## src/design/assert_macros.svh

```systemverilog
// shared assertion wrappers
`ifndef ASSERT_MACROS_SVH
`define ASSERT_MACROS_SVH

// clocked check, masked while reset is asserted
`define MRR_ASSERT(lbl, clk, rstn, prop) \
    lbl: assert property (@(posedge clk) disable iff (!rstn) prop) \
        else $error("assertion failed");

// clocked check that also holds through reset
`define MRR_ASSERT_ALWAYS(lbl, clk, prop) \
    lbl: assert property (@(posedge clk) prop) else $error("assertion failed");

`endif

```

## src/design/mrr_pkg.sv

```systemverilog
package mrr_pkg;

    localparam logic [30:0] SEED_RESET  = 31'd123456789;
    localparam logic [14:0] LCG_MULT    = 15'd16807;
    localparam logic [30:0] LCG_MOD     = 31'h7FFF_FFFF;
    localparam int          QUEUE_DEPTH = 2;

    // register byte-address select bit and index of the seed register
    localparam logic        REG_INITIAL_SEED = 1'b0;

    typedef struct packed {
        logic               int_mode;
        logic signed [31:0] lo;
        logic signed [31:0] hi;
        logic signed [33:0] span;
    } mrr_job_t;

    typedef struct packed {
        logic        load;
        logic [30:0] seed;
    } mrr_seed_load_t;

endpackage

```

## src/design/mrr_front.sv

```systemverilog
module mrr_front (
    input  logic               action,
    input  logic signed [31:0] low_bound,
    input  logic signed [31:0] high_bound,
    output mrr_pkg::mrr_job_t  job
);

    logic swap;

    // integer mode orders the bounds, real mode keeps the direction
    assign swap = action && (high_bound < low_bound);

    always_comb begin
        job.int_mode = action;
        job.lo       = swap ? high_bound : low_bound;
        job.hi       = swap ? low_bound  : high_bound;
        job.span     = 34'(job.hi) - 34'(job.lo) + (action ? 34'sd1 : 34'sd0);
    end

endmodule

```

## src/design/mrr_queue.sv

```systemverilog
`include "assert_macros.svh"

module mrr_queue #(
    parameter int DEPTH = mrr_pkg::QUEUE_DEPTH
) (
    input  logic              aclk,
    input  logic              aresetn,
    input  logic              push,
    input  mrr_pkg::mrr_job_t push_data,
    output logic              full,
    output logic              valid,
    input  logic              pop,
    output mrr_pkg::mrr_job_t pop_data
);

    localparam int PTR_W = (DEPTH > 1) ? $clog2(DEPTH) : 1;
    localparam int CNT_W = $clog2(DEPTH + 1);

    mrr_pkg::mrr_job_t entry_reg [DEPTH];
    logic [PTR_W-1:0]  wr_ptr_reg, wr_ptr_next;
    logic [PTR_W-1:0]  rd_ptr_reg, rd_ptr_next;
    logic [CNT_W-1:0]  count_reg, count_next;

    assign full     = (count_reg == CNT_W'(DEPTH));
    assign valid    = (count_reg != '0);
    assign pop_data = entry_reg[rd_ptr_reg];

    always_comb begin
        wr_ptr_next = wr_ptr_reg;
        rd_ptr_next = rd_ptr_reg;
        count_next  = count_reg;
        if (push) begin
            wr_ptr_next = (wr_ptr_reg == PTR_W'(DEPTH - 1)) ? '0 : wr_ptr_reg + 1'b1;
        end
        if (pop) begin
            rd_ptr_next = (rd_ptr_reg == PTR_W'(DEPTH - 1)) ? '0 : rd_ptr_reg + 1'b1;
        end
        case ({push, pop})
            2'b10:   count_next = count_reg + 1'b1;
            2'b01:   count_next = count_reg - 1'b1;
            default: count_next = count_reg;
        endcase
    end

    always_ff @(posedge aclk) begin
        if (!aresetn) begin
            wr_ptr_reg <= '0;
            rd_ptr_reg <= '0;
            count_reg  <= '0;
        end else begin
            wr_ptr_reg <= wr_ptr_next;
            rd_ptr_reg <= rd_ptr_next;
            count_reg  <= count_next;
        end
    end

    always_ff @(posedge aclk) begin
        if (push) begin
            entry_reg[wr_ptr_reg] <= push_data;
        end
    end

    `MRR_ASSERT(a_no_push_full, aclk, aresetn, push |-> !full)
    `MRR_ASSERT(a_no_pop_empty, aclk, aresetn, pop |-> valid)

endmodule

```

## src/design/mrr_back.sv

```systemverilog
`include "assert_macros.svh"

module mrr_back (
    input  logic                   aclk,
    input  logic                   aresetn,
    input  mrr_pkg::mrr_seed_load_t seed_load,
    input  logic                   q_valid,
    input  mrr_pkg::mrr_job_t      q_data,
    output logic                   q_pop,
    output logic                   m_tvalid,
    input  logic                   m_tready,
    output logic [63:0]            m_tdata
);

    localparam logic [2:0] ST_IDLE  = 3'd0;
    localparam logic [2:0] ST_FOLD  = 3'd1;
    localparam logic [2:0] ST_SCALE = 3'd2;
    localparam logic [2:0] ST_SUM   = 3'd3;
    localparam logic [2:0] ST_OUT   = 3'd4;

    logic [2:0]         state_reg, state_next;
    logic [30:0]        seed_reg, seed_next;
    mrr_pkg::mrr_job_t  job_reg;
    logic [45:0]        prod_reg;
    logic signed [50:0] pp_lo_reg;
    logic signed [49:0] pp_hi_reg;
    logic signed [34:0] offset_reg;
    logic               m_tvalid_reg, m_tvalid_next;
    logic signed [31:0] value_reg;
    logic [30:0]        raw_seed_reg;

    logic [31:0]        fold;
    logic signed [65:0] sum_full;
    logic signed [35:0] v_sum;
    logic signed [31:0] v_final;
    logic               out_free;

    // mersenne fold: high part plus low part, one subtract brings it below the modulus
    assign fold     = 32'(prod_reg[45:31]) + 32'(prod_reg[30:0]);
    assign sum_full = (66'(pp_hi_reg) <<< 16) + 66'(pp_lo_reg);
    assign v_sum    = 36'(job_reg.lo) + 36'(offset_reg);
    assign v_final  = (job_reg.int_mode && (v_sum > 36'(job_reg.hi))) ? job_reg.hi
                                                                      : 32'(v_sum);
    assign out_free = !m_tvalid_reg || m_tready;
    assign q_pop    = (state_reg == ST_IDLE) && q_valid;

    always_comb begin
        state_next    = state_reg;
        seed_next     = seed_reg;
        m_tvalid_next = m_tvalid_reg && !m_tready;
        case (state_reg)
            ST_IDLE: begin
                if (q_valid) state_next = ST_FOLD;
            end
            ST_FOLD: begin
                seed_next  = (fold >= 32'(mrr_pkg::LCG_MOD)) ?
                             31'(fold - 32'(mrr_pkg::LCG_MOD)) : 31'(fold);
                state_next = ST_SCALE;
            end
            ST_SCALE: state_next = ST_SUM;
            ST_SUM:   state_next = ST_OUT;
            ST_OUT: begin
                if (out_free) begin
                    m_tvalid_next = 1'b1;
                    state_next    = ST_IDLE;
                end
            end
            default: state_next = ST_IDLE;
        endcase
        if (seed_load.load) seed_next = seed_load.seed;
    end

    always_ff @(posedge aclk) begin
        if (!aresetn) begin
            state_reg    <= ST_IDLE;
            seed_reg     <= mrr_pkg::SEED_RESET;
            m_tvalid_reg <= 1'b0;
        end else begin
            state_reg    <= state_next;
            seed_reg     <= seed_next;
            m_tvalid_reg <= m_tvalid_next;
        end
    end

    always_ff @(posedge aclk) begin
        if (q_pop) begin
            job_reg  <= q_data;
            prod_reg <= 46'(seed_reg) * 46'(mrr_pkg::LCG_MULT);
        end
        if (state_reg == ST_SCALE) begin
            // span times new seed, split over the seed halves
            pp_lo_reg <= 51'(job_reg.span) * 51'($signed({1'b0, seed_reg[15:0]}));
            pp_hi_reg <= 50'(job_reg.span) * 50'($signed({1'b0, seed_reg[30:16]}));
        end
        if (state_reg == ST_SUM) begin
            offset_reg <= 35'(sum_full >>> 31);
        end
        if ((state_reg == ST_OUT) && out_free) begin
            value_reg    <= v_final;
            raw_seed_reg <= seed_reg;
        end
    end

    assign m_tvalid = m_tvalid_reg;
    assign m_tdata  = {1'b0, raw_seed_reg, value_reg};

    `MRR_ASSERT(a_seed_reduced, aclk, aresetn,
        (state_reg == ST_FOLD) && !seed_load.load |=> seed_reg != mrr_pkg::LCG_MOD)
    `MRR_ASSERT(a_hold_on_stall, aclk, aresetn,
        (state_reg == ST_OUT) && m_tvalid_reg && !m_tready |=> state_reg == ST_OUT)

endmodule

```

## src/design/minimal_standard_random_in_range.sv

```systemverilog
// minimal standard random source with range scaling
//
// input channel s_*: one request word per handshake; s_tuser carries the mode
// (0 real fixed point, 1 integer), s_tdata the two bounds. result channel m_*:
// one word per request with the scaled value and the new generator state.
// apb port: register 0 (byte address 0) is initial_seed; writing it loads the
// generator state. write it only while no request is in flight.
// real mode returns low + floor((high - low) * seed / 2^31); bounds and value
// share one signed fixed-point format, whose fraction width does not enter the
// arithmetic. integer mode orders the bounds and returns low + floor(u * span).
// the back-end sequencer takes one request at a time through seed multiply,
// fold, split scaling multiply, sum and output load, and starts the next only
// once the word is loaded. a two-entry queue lets requests arrive while
// the back end works or the output word waits.
// reset: the generator state and initial_seed return to 123456789, queue and
// output empty. when m_tready is low the output word holds, the back end waits
// with its next result and s_tready drops once the queue fills.
module minimal_standard_random_in_range #(
    parameter int QUEUE_DEPTH = mrr_pkg::QUEUE_DEPTH
) (
    input  logic        aclk,
    input  logic        aresetn,
    input  logic        s_tvalid,
    output logic        s_tready,
    input  logic [63:0] s_tdata,   // low_bound[31:0], high_bound[63:32]
    input  logic [0:0]  s_tuser,   // action[0]
    output logic        m_tvalid,
    input  logic        m_tready,
    output logic [63:0] m_tdata,   // value[31:0], raw_seed[62:32], zero[63]
    input  logic        psel,
    input  logic        penable,
    input  logic        pwrite,
    input  logic [2:0]  paddr,
    input  logic [31:0] pwdata,
    output logic [31:0] prdata,
    output logic        pready
);

    logic [30:0]             initial_seed_reg;
    logic                    cfg_write;
    mrr_pkg::mrr_seed_load_t seed_load;
    mrr_pkg::mrr_job_t       front_job;
    mrr_pkg::mrr_job_t       q_data;
    logic                    q_full;
    logic                    q_valid;
    logic                    q_pop;
    logic                    push;

    assign pready    = 1'b1;
    assign cfg_write = psel && penable && pwrite && (paddr[2] == mrr_pkg::REG_INITIAL_SEED);
    assign prdata    = (paddr[2] == mrr_pkg::REG_INITIAL_SEED) ? {1'b0, initial_seed_reg}
                                                               : 32'd0;

    always_comb begin
        seed_load.load = cfg_write;
        seed_load.seed = pwdata[30:0];
    end

    always_ff @(posedge aclk) begin
        if (!aresetn) begin
            initial_seed_reg <= mrr_pkg::SEED_RESET;
        end else if (cfg_write) begin
            initial_seed_reg <= pwdata[30:0];
        end
    end

    assign s_tready = !q_full;
    assign push     = s_tvalid && !q_full;

    mrr_front u_front (
        .action     (s_tuser[0]),
        .low_bound  ($signed(s_tdata[31:0])),
        .high_bound ($signed(s_tdata[63:32])),
        .job        (front_job)
    );

    mrr_queue #(
        .DEPTH (QUEUE_DEPTH)
    ) u_queue (
        .aclk      (aclk),
        .aresetn   (aresetn),
        .push      (push),
        .push_data (front_job),
        .full      (q_full),
        .valid     (q_valid),
        .pop       (q_pop),
        .pop_data  (q_data)
    );

    mrr_back u_back (
        .aclk      (aclk),
        .aresetn   (aresetn),
        .seed_load (seed_load),
        .q_valid   (q_valid),
        .q_data    (q_data),
        .q_pop     (q_pop),
        .m_tvalid  (m_tvalid),
        .m_tready  (m_tready),
        .m_tdata   (m_tdata)
    );

endmodule

```

## config.mk

```make
export PLATFORM = sky130hd
export DESIGN_NAME = minimal_standard_random_in_range
export DESIGN_NICKNAME = d
export VERILOG_FILES = /design/src/design/mrr_pkg.sv /design/src/design/mrr_front.sv /design/src/design/mrr_queue.sv /design/src/design/mrr_back.sv /design/src/design/minimal_standard_random_in_range.sv
export VERILOG_INCLUDE_DIRS = /design/src /design/src/design
export SDC_FILE = /design/constraint.sdc
export NUM_CORES = 2
export LEC_CHECK = 0
export BUFFER_PORTS_ARGS = -buffer_cell sky130_fd_sc_hd__clkbuf_2
export CAP_MARGIN = 20
export CORE_MARGIN = 5
export CORE_UTILIZATION = 50
export DETAILED_ROUTE_END_ITERATION = 7
export GPL_TIMING_DRIVEN = 0
export PLACE_DENSITY = 0.66
export SLEW_MARGIN = 20
export SYNTH_ARGS = -nofsm -noshare
export SYNTH_HDL_FRONTEND = slang
export SYNTH_SLANG_ARGS = --single-unit
```

## constraint.sdc

```tcl
create_clock -name aclk -period 18.8 [get_ports aclk]
set_input_delay 0.94 -clock aclk [delete_from_list [all_inputs] [get_ports aclk]]
set_output_delay 0.94 -clock aclk [all_outputs]
set_load 0.05 [all_outputs]
```

* Word level (Yosys, flattened, before mapping) *
Memories as Yosys holds them, arrays and structs flattened. A register that Yosys moved wholly into a read port is not among the register bits.
Cells that the tools add are included.

word-level totals
  flip-flop bits (word level) = 315
  memory bits (writable) = 198
  word-level logic and storage cells = 76
  input port bits = 107
  output and inout bits = 99
  memories kept = 1

memory list
  name               words  bits a word  rd ports  clocked after memory_dff  wr ports  RTL line         text
  u_queue.entry_reg  2      99           1         1                         1         mrr_queue.sv:19  mrr_pkg::mrr_job_t entry_reg [DEPTH];

cells by class
  multiplexer cells = 18
  bitwise gates (word level) = 1
  order comparisons = 3
  equal/unequal tests = 9
  reduce and logical (&&, ||, !) cells = 18
  $add $sub $neg = 10
  $mul = 3

operators with widths
  operator                                                                  count
  31-bit 2-to-1 mux                                                         4
  32-bit 2-to-1 mux                                                         3
  66-bit by 51-bit adder with 66-bit output                                 1
  34-bit by 17-bit multiplier with 51-bit output                            1
  34-bit by 16-bit multiplier with 50-bit output                            1
  31-bit by 15-bit multiplier with 46-bit output (second input constant)    1
  32-bit by 35-bit adder with 36-bit output                                 1
  36-bit by 32-bit > comparator with 1-bit output                           1
  34-bit adder                                                              1
  32-bit by 32-bit subtractor with 33-bit output                            1
  15-bit by 31-bit adder with 32-bit output                                 1
  32-bit by 31-bit >= comparator with 1-bit output (second input constant)  1
  32-bit < comparator                                                       1
  31-bit subtractor (second input constant)                                 1
  3-bit one-hot mux with 5 select lines                                     1
  1-bit logical AND                                                         9
  1-bit 2-to-1 mux                                                          7
  3-bit by 2-bit equality test with 1-bit output (second input constant)    2
  3-bit 2-to-1 mux                                                          2
  2-bit nonzero test                                                        3
  2-bit equality test (second input constant)                               2
  2-bit by 1-bit inequality test with 1-bit output (second input constant)  2
  2-bit one-hot mux with 2 select lines                                     1
  3-bit by 1-bit equality test with 1-bit output (second input constant)    1
  10 further kinds                                                          13

* Longest topological paths before layout *
  word-level depth = 5
  gate-level depth with buffers = 31
  gate-level depth less buffers = 30

* Cells and area by module *
A second synthesis with hierarchy kept.

second synthesis, totals
  cell total of the unflattened synthesis = 7210
  area total of the unflattened synthesis = 73227.7 µm²

by module, submodules not included
  module                            seq. area each (µm²)  instances  cells an instance  area each (µm²)
  mrr_back                          10550.1               1          6211               60744.5
  mrr_queue                         6045.8                1          330                7353.3
  mrr_front                         0.0                   1          493                3537.1
  minimal_standard_random_in_range  620.6                 1          176                1592.8

* Least setup slack after synthesis *
OpenSTA, ideal clock, no wires.

  path type = register to register
  from = register u_back.state_reg[0]
  to = register u_queue.count_reg[1]
  buffers on the path = 0
  clock period less this slack = 8318 ps
  path slack = 10482 ps
  arrival = 8242 ps
  data required time = 18724 ps
  stages on the path, launching flop included = 7
  library setup time = 76 ps
  cells stage by stage = dfxtp_1 -> nor2_1 -> o21ai_0 -> nor2_1 -> ha_1 -> or3_1 -> a21boi_0

on the way
  word-level cells in the longest chain between the ends = 4
  elaborated cells on any way between the ends = 6
  classes of those cells = 2 x eq/ne; 1 x mux; 3 x reduce/logical

ends and longest elaborated chain
  what                                                                                   RTL line                                text
  start, declared                                                                        mrr_back.sv:21                          logic [2:0] state_reg, state_next;
  start signal, assigned                                                                 mrr_back.sv:79                          state_reg <= state_next;
  3-bit logical NOT *                                                                    mrr_back.sv:45                          assign q_pop = (state_reg == ST_IDLE) && q_valid;
  1-bit logical AND *                                                                    mrr_back.sv:45
  via q_pop                                                                              minimal_standard_random_in_range.sv:46  logic q_pop;
  2-bit by 1-bit equality test with 1-bit output or 2-bit equality test (tied branches)  mrr_queue.sv:38                         case ({push, pop})
  2-bit one-hot mux with 2 select lines or 2-bit nonzero test (tied branches)            --
  end signal, assigned                                                                   mrr_queue.sv:53                         count_reg <= count_next;
  end, declared                                                                          mrr_queue.sv:22                         logic [CNT_W-1:0] count_reg, count_next;

The timed path passes the listed nets; every way through them passes the cells marked *.
A chain may end at the register's enable or synchronous reset.

* Final worst setup path *
  from = register u_back.seed_reg[5]
  to = register u_back.pp_lo_reg[48], data pin

on the way
  word-level cells in the longest chain between the ends = 1

ends and longest elaborated chain
  what                                            RTL line        text
  start, declared                                 mrr_back.sv:22  logic [30:0] seed_reg, seed_next;
  start signal, assigned                          mrr_back.sv:76  seed_reg <= mrr_pkg::SEED_RESET;
  start signal, assigned                          mrr_back.sv:80  seed_reg <= seed_next;
  34-bit by 17-bit multiplier with 51-bit output  mrr_back.sv:92  pp_lo_reg <= 51'(job_reg.span) * 51'($signed({1'b0, seed_reg[15:0]}));
  end signal, assigned                            mrr_back.sv:92
  end, declared                                   mrr_back.sv:25  logic signed [50:0] pp_lo_reg;

Every way passes these cells.

==> results by stage <==
GRT:
- Entering global routing, the biggest net connects 56 pins.
- The number of global-route vias before repair came to 53900.
- The total routing resource utilization after global routing is 27.9%.
- The wire length of the first global-routing pass is 323 mm.
- For this run, global-route usage on met2 was measured as 45.8%.
- The met1 demand-to-capacity share in global routing is 37.4%.
- The initial antenna violation count is 17.
- The most congested layer reported by global routing is met2.
- The total congestion overflow after global routing is 0.
- The met3 layer usage reported by global route is 4.98%.

Setup path:
- The family with the most delay on the worst path is adder cells.
- The launch point of the critical path is u_back.seed_reg[5]$_SDFFE_PN0P_.
- The largest single stage delay on the critical path is 0.93 ns.
- The worst register-to-register path begins at u_back.seed_reg[5]$_SDFFE_PN0P_.
- The worst setup path is launched from a flop.
- Along the worst path, the maximum fanout reaches 10.
- STA classifies the critical path endpoint as a flop.
- The critical path start-end classification is reg2reg.
- The cell that appears most often on the critical path is sky130_fd_sc_hd__fa_1.
- For the worst setup path, the data required time is 19.19 ns.
- The slowest cell on the critical path is sky130_fd_sc_hd__clkbuf_1.
- The data arrival time of the critical path is 11.22 ns.
- Together, buffers and inverters on the worst path number 7.

STA:
- The maximum clock rate is 92.3 MHz.
- The number of hold violations in the final report is 0.
- The count of final max-slew check failures was 0.
- After routing, the total negative slack on setup checks comes to 0 ns.
- The clock skew after layout is 0.0436 ns.
- Setup violations remaining at the end of the flow were counted as 0.
- The post-layout minimum cycle time is 10.84 ns.
- The worst path setup slack after routing is 7.96 ns.
- Measured against its own limit, the worst slew margin works out to 18.9%.
- Setup repair after global routing left no endpoint under its margin.
- At the pin with the least slew margin, the transition time is 1.22 ns.
- The final critical-path share of the clock period is 57.6%.

Floorplanning:
- The die is 390 um tall.
- In this run the count of I/O pins placed on the die edge is 206.
- The area enclosed by the die boundary is 152000 um2.
- The floorplan has 139 rows.
- The floorplan step defined a core boundary enclosing 143000 um2.
- In this run the horizontal extent of the chip is 390 um.
- For this configuration, the core starts out at a cell density of 50.2%.

Detailed routing:
- The first detailed-routing pass took 8 iterations.
- The number of DRC markers in iteration 0 is 4110.
- The routed layout has 52200 vias.
- The routed wirelength normalized by instance count is 22.5 um.
- The total wire length after detailed routing is 211 mm.
- After detailed routing, the number of remaining DRC violations is 0.
- The number of vias per cell after detailed routing is 5.55.
- The count of nets left with antenna violations once routing finished came out at 0.

Layout:
- In the final layout, the share of cells above drive strength 1 is 6.63%.
- The layout net count is 9282.
- The layout-stage area growth over the synthesis result is 8.08%.
- After filler insertion, the fill cell instance count of the layout stands at 12800.
- The number of flip-flops under the largest register name is 198.

Clock tree:
- The H-tree was split into 2 levels.
- The count of instances resized after the clock tree is built is 0.
- At the later pin of the worst-skew pair, clock insertion delay measures 0.66 ns.
- The number of buffers on the longest clock path is 3.
- The master cell of the clock root buffer is sky130_fd_sc_hd__clkbuf_16.
- The CTS sink count is 596.
- Clock tree synthesis inserted a total of 59 buffers.
- The hold-fix buffer count after cts is 0.
- The number of buffers inserted by post-CTS setup repair is 0.
- Clock-pin slew was measured on the worst setup and hold paths at 0.06 ns.
- TritonCTS built the clock tree.

Synth:
- The number of synthesized register bits is 596.
- The most frequently used flop master after synthesis is sky130_fd_sc_hd__edfxtp_1.
- The synthesized design contains 526 enable-type register cells.
- The post-synthesis cell area is 72100 um2.
- The average cell area after synthesis is 10.1 um2.
- The sequential element share of the synthesized area is 23.9%.
- Of all cell types, the one taking the most synthesized area is sky130_fd_sc_hd__fa_1.
- By area the synthesized netlist is led by sky130_fd_sc_hd__fa_1 (31%), sky130_fd_sc_hd__edfxtp_1 (22%), sky130_fd_sc_hd__ha_1 (10%).
- The proportion of synthesized flip-flops having asynchronous set or reset is 0%.
- In this run, distinct cell masters in the synthesized netlist total 96.
- The cell count after synthesis came out at 7170.
- The top cell type by area accounts for 31.4% of the synthesized area.
- Yosys printed 0 warnings.

Job:
- Across the run, the number of max-cap violations was 0.

Placement:
- Timing analysis after detailed placement gives a worst setup slack of 8.00 ns.
- The placer's final routability congestion estimate is 0.937.
- Summed over all nets, the half-perimeter wirelength after detailed placement is 175 mm.
- The count of input and output buffers is 198.

Outcome:
- The run finished with clean final reports.

Min path:
- The path class of the lowest-slack min-delay path is reg2reg.
- The worst min-delay path startpoint is initial_seed_reg[20]$_SDFFE_PN1P_.
cell families after synthesis:
| kind of cell | synth area share [%] |
|---|---|
| AND/OR/NAND/NOR | 13.4 |
| adder cells (fa/ha/maj) | 41.7 |
| buffers and inverters | 8.59 |
| AO/OA/AOI/OAI | 6.93 |
| flip-flops | 23.9 |
| XOR/XNOR | 3.41 |
| multiplexers | 2.03 |
| other | 0.0104 |
metal layers:
layer  part of all wire (%)  vias up  routed length, um
met1                     40    26400              85300
met2                     47     2073              99100
met4                    4.4        4               9210
li1                       -    23300                  -
met3                    8.4      392              17700
met5                  0.014        -                 30
cell type report:
class	count	area (um2)	share of cell area [%]
plain buffers	306	1210	1.56
clock buffers	68	1530	1.97
diodes	13	32.5	0.0418
well taps	1903	2380	3.06
multi-input cells	4940	48700	62.5
flip-flops and latches	596	17200	22.1
repair buffers	218	1420	1.82
inverters	1329	4990	6.40
clock inverters	39	407	0.522
tightest hold or removal path, cell delays in order (launching register included):
cell and delay (ns):
sky130_fd_sc_hd__dfxtp_1 0.31, sky130_fd_sc_hd__nand2_1 0.05, sky130_fd_sc_hd__nand2_1 0.04
per-stage QoR:
step	util (%)	instance area [um2]	cells	hold WS, ns
after floorplan	-	72100	7171	0.415
after global placement	52.6	75400	9272	0.430
after detailed placement	52.9	75900	9291	0.433
after CTS	54.2	77800	9398	0.443
after global routing	54.3	77900	9400	0.467
final	54.3	77900	9412	0.441
placed cells by master, fill, tap and decap left out, drive strengths merged, types with 46 or more instances in the layout:
cell / count
a21o: 80
a21oi: 191
and2: 393
clkbuf: 549
dfxtp: 70
edfxtp: 526
fa: 1130
ha: 595
inv: 1333
mux2: 109
nand2: 1002
nand2b: 60
nand3: 78
nand4: 46
nor2: 176
nor2b: 95
nor3: 75
o21ai: 222
xnor2: 201
xor2: 80
final timing paths:
check	end	slack, ns	cells after the start
worst max-delay path	u_back.pp_lo_reg[48]$_DFFE_PN_	7.96	27
worst min-delay path	initial_seed_reg[20]$_SDFFE_PN1P_	0.44	2
worst max register to register	u_back.pp_lo_reg[48]$_DFFE_PN_	7.96	27
worst min register to register	initial_seed_reg[20]$_SDFFE_PN1P_	0.44	2
synth_stat cells (95+ instances only):
library cell / count
sky130_fd_sc_hd__clkbuf_1: 281
sky130_fd_sc_hd__fa_1: 1130
sky130_fd_sc_hd__nand2_1: 1001
sky130_fd_sc_hd__mux2_2: 109
sky130_fd_sc_hd__a21oi_1: 189
sky130_fd_sc_hd__o21ai_0: 217
sky130_fd_sc_hd__and2_1: 393
sky130_fd_sc_hd__edfxtp_1: 526
sky130_fd_sc_hd__xnor2_1: 201
sky130_fd_sc_hd__nor2b_1: 95
sky130_fd_sc_hd__ha_1: 595
sky130_fd_sc_hd__nor2_1: 175
sky130_fd_sc_hd__inv_1: 1329
Power is not shown: default switching activity piles up to over one toggle a cycle in this logic, so the estimate is an artifact.
